**config.mk**
```make
export PLATFORM = sky130hd
export DESIGN_NAME = mxf_cell
export DESIGN_NICKNAME = d
export VERILOG_FILES = /design/src/rtl/mxf_cell.sv
export SDC_FILE = /design/constraint.sdc
export NUM_CORES = 1
export LEC_CHECK = 0
export BUFFER_PORTS_ARGS = -buffer_cell sky130_fd_sc_hd__buf_2
export CELL_PAD_IN_SITES_DETAIL_PLACEMENT = 0
export CELL_PAD_IN_SITES_GLOBAL_PLACEMENT = 1
export CORE_MARGIN = 1.5
export CORE_UTILIZATION = 29
export DETAILED_ROUTE_END_ITERATION = 16
export HOLD_SLACK_MARGIN = 0.03
export PLACE_DENSITY_LB_ADDON = 0.25
export SLEW_MARGIN = 20
export SYNTH_ARGS = -nofsm -noshare
export SYNTH_HDL_FRONTEND = slang
export SYNTH_SLANG_ARGS = --single-unit
```
**constraint.sdc**
```tcl
create_clock -name clock -period 0.8 [get_ports clock]
set_clock_uncertainty 0.1 [all_clocks]
set_input_delay 0.04 -clock clock [delete_from_list [all_inputs] [get_ports clock]]
set_output_delay 0.04 -clock clock [all_outputs]
set_load 0.01 [all_outputs]
```
**src/rtl/mxf_cell.sv**
```systemverilog
`timescale 1ns / 1ps
`default_nettype none

// One column of the 3x3 window, held as the maximum of its three pixels.
module mxf_cell #(
   parameter int W = 16
) (
   input  wire logic         clock,
   input  wire logic         load,
   input  wire logic         clear,
   input  wire logic [W-1:0] din,
   output logic      [W-1:0] q
);

   logic [W-1:0] q_ff;
   logic [W-1:0] q_in;

   always_comb begin
      q_in = q_ff;
      if (load) begin
         q_in = clear ? '0 : din;
      end
   end

   always_ff @(posedge clock) begin
      q_ff <= q_in;
   end

   assign q = q_ff;

endmodule

`default_nettype wire

```
==> qor.csv, run 1 <==
metric,value,unit
cp_cell_sequence,buf_2,
yosysWarnings,0,
cp_slowest_cell,edfxtp_1,
async_reset_ff_frac,0,
period_needed,0.923,ns
wl_per_cell,9.54,µm
post-place-ws,0.0321,ns
slew_headroom,0.931,
drc,0,
ant_nets,0,
syn-cell-area,624,µm²
max-cap-violations,0,
rsz0062_at_grt,yes,
clk_pin_slew_worst_paths,0.08,ns
grt_pass1_wl,1.39,mm
fin_cells,99,
htreeDepth,1,
grt.overflow.total,0,
fp-row-count,16,
fmax,1080,MHz
finalSetupViolCount,16,
synth_enable_flop_cells,16,
hold_ws,-0.0467,ns
dieArea,2440,µm²
start_util,0.312,
antenna_found_initial,0,
failed_checks,"negative hold slack, negative setup slack",
grt_pass1_vias,333,
arrival,0.78,ns
synth.avg_cell_area,18.9,µm²
fillers,202,
cts_root_buffer,clkbuf_4,
hold_path.class,input port to flip-flop,
cts.path.max_buffers,2,
clock_sinks,16,
critPathTopFamily,flip-flops,
fin_nets,93,
yosysSeqAreaShare,0.770,
die_h,49.4,µm
status,"finished, violations left",
num_io_pins,35,
synthTopCellsByCount,"edfxtp_1, nor2b_2, and2b_2, nor2b_1, buf_6",
drt_iter0_markers,3,
yosys.area.top_type,edfxtp_1,
diodes,0,
register_area,480,µm²
synth_flop_cell,edfxtp_1,
tritoncts,done,
fp.coreArea,2000,µm²
cp-end-kind,output pin,
fin_tns_setup,-1.78,ns
fin_util,0.437,
irDropWorstVdd,0.758,mV
timing.critical_path.buf_inv,1,
placed_area,852,µm²
period_share,1.15,
multi_input_area,133,µm²
p_per_area,1850,nW/µm²
dp_hpwl,780,µm
fin_area,875,µm²
netlist_instances,33,
via_per_inst,3.95,
grt_max_degree,17,
crit_type,flip-flop to output pin,
die_x,49.4,µm
synth_cell_types,5,
yosysMostFrequentCell,edfxtp_1,
cp_max_fo,1,
tightest_slew,0.103,ns
gp_congestion,0.765,
via_count,391,
grt_usage,0.0803,
placed_cells_incl_taps,96,
firstDrtPassIters,4,
critPathLaunchType,flip-flop,
drt_wl_total,944,µm
critPathMaxStageDelay,0.37,ns
synthToLayoutAreaGrowth,40.1,%
hold_violations,16,
p_leak,0.380,nW
synth_seq_cells,16,
yosysTopAreaCellShare,0.770,
fin_ws,-0.123,ns
final_max_slew_viol_count,0,
power,1.62,mW
io_buffer_count,34,
cts_buffers,3,
largest_register_ff_count,16,
drive_gt1_frac,0.736,
worstPathRequired,0.66,ns
synth_area_leaders,"edfxtp_1, nor2b_2, and2b_2",
synth_fp_nets,52,
[per-layer routing]
metal  routed length [µm]  up-vias  share of wire  track usage
li1                     -      194              -            -
met1                  351      177           0.37       0.0815
met2                  487       18           0.52        0.137
met3                   97        2           0.10       0.0368
met4                    8        0         0.0085       0.0417
met5                    0        -              0            0
[path summary, 6_finish.rpt]
path | start | end | slack [ns] | depth (start not counted)
worst max-delay path | q[10] | q[10] | -0.12 | 1
worst min-delay path | din[5] | q[5] | -0.05 | 2
[logic make-up after synthesis]
logic type	share of synthesized area
flops	0.770
buf+inv	0.0180
simple gates	0.212
[cell type report]
cell class | count | area share
multi-input combinational | 16 | 0.152
tap | 27 | 0.0386
clock buffer | 3 | 0.0258
timing repair buffer | 37 | 0.235
sequential | 16 | 0.549
[placed cells by master, fill, tap and decap left out, drive strengths merged]
cell type / netlist / routed
edfxtp: 16 / 16
clkbuf: 0 / 3
buf: 1 / 37
nor2b: 10 / 10
and2b: 6 / 6
[what timing repair did]
| action | in CTS | in global routing |
|---|---|---|
| endpoints found under the hold margin | 16 | 16 |
| endpoints found under the setup margin | 16 | 16 |
| resized for setup | 0 | 0 |
| buffers inserted | 0 | 0 |
| cloned | 0 | 0 |
[where the power goes]
group | switching [mW] | leakage [nW] | internal, mW
combinational | 0.102 | 0.212 | 0.119
sequential | 0.0119 | 0.154 | 0.994
clock | 0.217 | 0.0138 | 0.174
Note: power is estimated with default switching activity, not from simulation.
==> inputs of run 2 (changes only) <==
--- a/config.mk
+++ b/config.mk
@@ -11,6 +11,7 @@
 export CORE_MARGIN = 1.5
 export CORE_UTILIZATION = 29
 export DETAILED_ROUTE_END_ITERATION = 16
+export GPL_TIMING_DRIVEN = 0
 export HOLD_SLACK_MARGIN = 0.03
 export PLACE_DENSITY_LB_ADDON = 0.25
 export SLEW_MARGIN = 20
==> qor.csv, run 2 (synthesized netlist as in run 1, its figures left out) <==
metric,value,unit,change
status,"finished, violations left",,unchanged
failed_checks,"negative hold slack, negative setup slack",,unchanged
num_io_pins,35,,unchanged
cts.path.max_buffers,2,,unchanged
fin_ws,-0.144,ns,was -0.123 ns
die_x,49.4,µm,unchanged
grt_max_degree,17,,unchanged
cp_slowest_cell,edfxtp_1,,unchanged
via_per_inst,3.85,,was 3.95
gp_congestion,0.711,,was 0.765
via_count,373,,was 391
worstSetupPathDepth,1,,unchanged
io_buffer_count,34,,unchanged
firstDrtPassIters,2,,was 4
hold_violations,16,,unchanged
layout_common_cells,"buf_2, edfxtp_1, nor2b_2",,unchanged
drt_iter0_markers,2,,was 3
antenna_found_initial,0,,unchanged
grt.overflow.total,0,,unchanged
critPathMaxStageDelay,0.38,ns,was 0.37 ns
synthToLayoutAreaGrowth,36.3,%,was 40.1%
p_per_area,1880,nW/µm²,was 1850 nW/µm²
crit_path_start,q[4],,was q[10]
htreeDepth,1,,unchanged
multi_input_area,133,µm²,unchanged
cp-end-kind,output pin,,unchanged
irDropWorstVdd,0.701,mV,was 0.758 mV
drt_wl_total,914,µm,was 944 µm
wl_per_cell,9.42,µm,was 9.54 µm
clock_sinks,16,,unchanged
cts_buffers,3,,unchanged
start_util,0.312,,unchanged
rsz0062_at_grt,yes,,unchanged
grt_pass1_wl,1.29,mm,was 1.39 mm
hold_path.class,input port to flip-flop,,unchanged
register_area,480,µm²,unchanged
dp_hpwl,697,µm,was 780 µm
cts_root_buffer,clkbuf_4,,unchanged
crit_type,flip-flop to output pin,,unchanged
tritoncts,done,,unchanged
holdPathStages,2,,unchanged
diodes,0,,unchanged
fmax,1060,MHz,was 1080 MHz
finalSetupViolCount,16,,unchanged
fin_area,851,µm²,was 875 µm²
fp-row-count,16,,unchanged
critPathLaunchType,flip-flop,,unchanged
endpoint,q[4],,was q[10]
die_h,49.4,µm,unchanged
tightest_slew,0.345,ns,was 0.103 ns
clk_pin_slew_worst_paths,0.09,ns,was 0.08 ns
ant_nets,0,,unchanged
placed_cells_incl_taps,94,,was 96
final_common_cell,buf_2,,unchanged
critPathTopFamily,flip-flops,,unchanged
arrival,0.80,ns,was 0.78 ns
fillers,205,,was 202
hold_ws,-0.0486,ns,was -0.0467 ns
fin_cells,97,,was 99
grt_usage,0.0730,,was 0.0803
fp.coreArea,2000,µm²,unchanged
p_leak,0.367,nW,was 0.380 nW
period_share,1.18,,was 1.15
worstPathRequired,0.66,ns,about the same
drive_gt1_frac,0.729,,was 0.736
drc,0,,unchanged
fin_nets,91,,was 93
period_needed,0.944,ns,was 0.923 ns
dieArea,2440,µm²,unchanged
placed_area,828,µm²,was 852 µm²
fin_tns_setup,-1.79,ns,was -1.78 ns
largest_register_ff_count,16,,unchanged
cp_max_fo,1,,unchanged
grt_pass1_vias,291,,was 333
cp_cell_sequence,buf_2,,unchanged
max-cap-violations,0,,unchanged
final_max_slew_viol_count,0,,unchanged
timing.critical_path.buf_inv,1,,unchanged
slew_headroom,0.770,,was 0.931
run 2: area by class of cell:
| type | instances | share of cell area |
|---|---|---|
| Timing Repair Buffer | 34 | 0.200 |
| Tap cell | 27 | 0.0397 |
| Multi-Input combinational cell | 16 | 0.156 |
| Sequential cell | 16 | 0.565 |
| Clock buffer | 3 | 0.0265 |
| Buffer | 1 | 0.0132 |
run 2: timing repair:
item,in CTS,in global routing
endpoints found under the setup margin,16,16
resized for setup,0,0
buffers inserted,0,0
hold endpoints to repair,16,16
run 2: power by group:
| group | leakage, nW | switching, mW | internal [mW] |
|---|---|---|---|
| clock | 0.0138 | 0.217 | 0.174 |
| combinational | 0.199 | 0.0978 | 0.107 |
| sequential | 0.154 | 0.0127 | 0.994 |
run 2: worst min path at each step:
| stage | endpoint | from | slack, ns |
|---|---|---|---|
| floorplan | q[0] | load | 0.05 |
| global placement | q[6] | din[6] | 0.23 |
| detailed placement | q[8] | din[8] | 0.23 |
| finish | q[6] | din[6] | -0.05 |
| CTS | q[6] | din[6] | -0.06 |
| global route | q[5] | din[5] | -0.05 |
run 2: stage by stage:
| stage | utilization | worst slack, ns | hold slack, ns | power [mW] |
|---|---|---|---|---|
| after floorplan | - | 0.224 | 0.0525 | 1.12 |
| after global placement | 0.414 | 0.00296 | 0.228 | 1.23 |
| after global routing | 0.425 | -0.168 | -0.0544 | 1.68 |
| after CTS | 0.425 | -0.151 | -0.0571 | 1.63 |
| after detailed placement | 0.414 | 0.00297 | 0.231 | 1.24 |
| final | 0.425 | -0.144 | -0.0486 | 1.60 |
run 2: routing by layer:
layer / vias up / track usage / wire (µm) / share of wire
li1: 190 / - / - / -
met4: 0 / 0.0278 / 0 / 0
met2: 18 / 0.133 / 473 / 0.52
met5: - / 0 / 0 / 0
met3: 0 / 0.0307 / 83 / 0.091
met1: 165 / 0.0730 / 356 / 0.39
==> inputs of run 3 (changes only) <==
--- a/config.mk
+++ b/config.mk
@@ -14,6 +14,7 @@
 export GPL_TIMING_DRIVEN = 0
 export HOLD_SLACK_MARGIN = 0.03
 export PLACE_DENSITY_LB_ADDON = 0.25
+export RECOVER_POWER = 25
 export SLEW_MARGIN = 20
 export SYNTH_ARGS = -nofsm -noshare
 export SYNTH_HDL_FRONTEND = slang
==> constraint.sdc (replaced) <==
create_clock -name clock -period 0.8 [get_ports clock]
set_clock_uncertainty 0.1 [all_clocks]
set_input_delay 0.04 -clock clock [delete_from_list [all_inputs] [get_ports clock]]
set_output_delay 0.04 -clock clock [all_outputs]
set_load 0.1 [all_outputs]
==> qor.csv, run 3 (synthesized netlist as in run 1, its figures left out) <==
metric,value,unit,change
clock_sinks,16,,unchanged
cts_root_buffer,clkbuf_4,,unchanged
cp_cell_sequence,buf_6,,was buf_2
grt.overflow.total,0,,unchanged
gp_congestion,0.711,,unchanged
cp_max_fo,1,,unchanged
register_area,480,µm²,unchanged
drt_iter0_markers,4,,was 2
start_util,0.312,,unchanged
critPathTopFamily,flip-flops,,unchanged
arrival,0.88,ns,was 0.80 ns
finalSetupViolCount,16,,unchanged
failed_checks,"negative hold slack, negative setup slack",,unchanged
met3_usage,0.0307,,unchanged
cts.path.max_buffers,2,,unchanged
grt_max_degree,17,,unchanged
ant_nets,0,,unchanged
firstDrtPassIters,3,,was 2
via_per_inst,3.84,,was 3.85
post-place-ws,-0.0701,ns,was 0.00297 ns
drt_wl_total,904,µm,was 914 µm
grtUsageMet2,0.133,,unchanged
htreeDepth,1,,unchanged
grt_usage,0.0743,,was 0.0730
layout_common_cells,"buf_2, edfxtp_1, buf_6",,"was buf_2, edfxtp_1, nor2b_2"
worstPathRequired,0.66,ns,about the same
cp_slowest_cell,edfxtp_1,,unchanged
fp.coreArea,2000,µm²,unchanged
final_max_slew_viol_count,0,,unchanged
cts_buffers,3,,unchanged
antenna_found_initial,0,,unchanged
tightest_slew,0.344,ns,was 0.345 ns
timing.critical_path.buf_inv,1,,unchanged
gr-max-usage-layer,met2,,unchanged
grt_pass1_vias,296,,was 291
hold_path.class,input port to flip-flop,,unchanged
status,"finished, violations left",,unchanged
rsz0062_at_grt,yes,,unchanged
diodes,0,,unchanged
fp-row-count,16,,unchanged
grt_pass1_wl,1.32,mm,was 1.29 mm
drive_gt1_frac,0.714,,was 0.729
hold_violations,16,,unchanged
period_needed,1.02,ns,was 0.944 ns
hold_ws,-0.0482,ns,was -0.0486 ns
multi_input_area,133,µm²,unchanged
period_share,1.27,,was 1.18
met1_usage,0.0769,,was 0.0730
clk_pin_slew_worst_paths,0.09,ns,about the same
irDropWorstVdd,0.913,mV,was 0.701 mV
dp_hpwl,697,µm,unchanged
fmax,985,MHz,was 1060 MHz
max-cap-violations,0,,unchanged
fillers,181,,was 205
p_leak,0.397,nW,was 0.367 nW
tritoncts,done,,unchanged
dieArea,2440,µm²,unchanged
die_x,49.4,µm,unchanged
final_common_cell,buf_2,,unchanged
die_h,49.4,µm,unchanged
io_buffer_count,34,,unchanged
critPathMaxStageDelay,0.40,ns,was 0.38 ns
p_per_area,2250,nW/µm²,was 1880 nW/µm²
critPathLaunchType,flip-flop,,unchanged
wl_per_cell,9.32,µm,was 9.42 µm
drc,0,,unchanged
via_count,372,,was 373
crit_type,flip-flop to output pin,,unchanged
num_io_pins,35,,unchanged
cp-end-kind,output pin,,unchanged
slew_headroom,0.771,,was 0.770
fin_ws,-0.215,ns,was -0.144 ns
synthToLayoutAreaGrowth,51.7,%,was 36.3%
fin_nets,91,,unchanged
largest_register_ff_count,16,,unchanged
## run 3: per-layer routing
layer	wire [µm]	up-vias
met1	359	165
met2	477	18
met4	0	0
met3	67	0
met5	0	-
li1	-	189
## run 3: what timing repair did
| action | CTS | global route |
|---|---|---|
| endpoints found under the hold margin | 16 | 16 |
| resized for setup | 32 | 1 |
| endpoints found under the setup margin | 16 | 16 |
| setup buffers | 0 | 0 |
## run 3: layout make-up
class,count,share of cell area
multi-input cells,16,0.140
repair buffers,34,0.288
well taps,27,0.0357
plain buffers,1,0.00528
flip-flops and latches,16,0.507
clock buffers,3,0.0238
## run 3: power by group
part           internal (mW)  switching, mW
registers              0.996         0.0279
clock network          0.174          0.217
logic                  0.184          0.534
total                   1.35          0.779
## run 3: worst paths after layout
kind | start | endpoint | slack, ns | cells past startpoint
hold / removal | din[5] | q[5] | -0.05 | 2
setup / recovery | q[4] | q[4] | -0.22 | 1
## run 3: through the flow
step | power [mW] | cell area (µm²) | util | std cells | setup TNS (ns)
3_3_place_gp | 1.67 | 828 | 0.414 | 94 | -0.853
4_1_cts | 2.16 | 951 | 0.475 | 97 | -3.31
3_5_place_dp | 1.67 | 828 | 0.414 | 94 | -0.880
2_1_floorplan | 1.56 | 624 | - | 33 | -3.90
6_report | 2.13 | 947 | 0.473 | 97 | -3.08
5_1_grt | 2.21 | 947 | 0.473 | 97 | -3.68
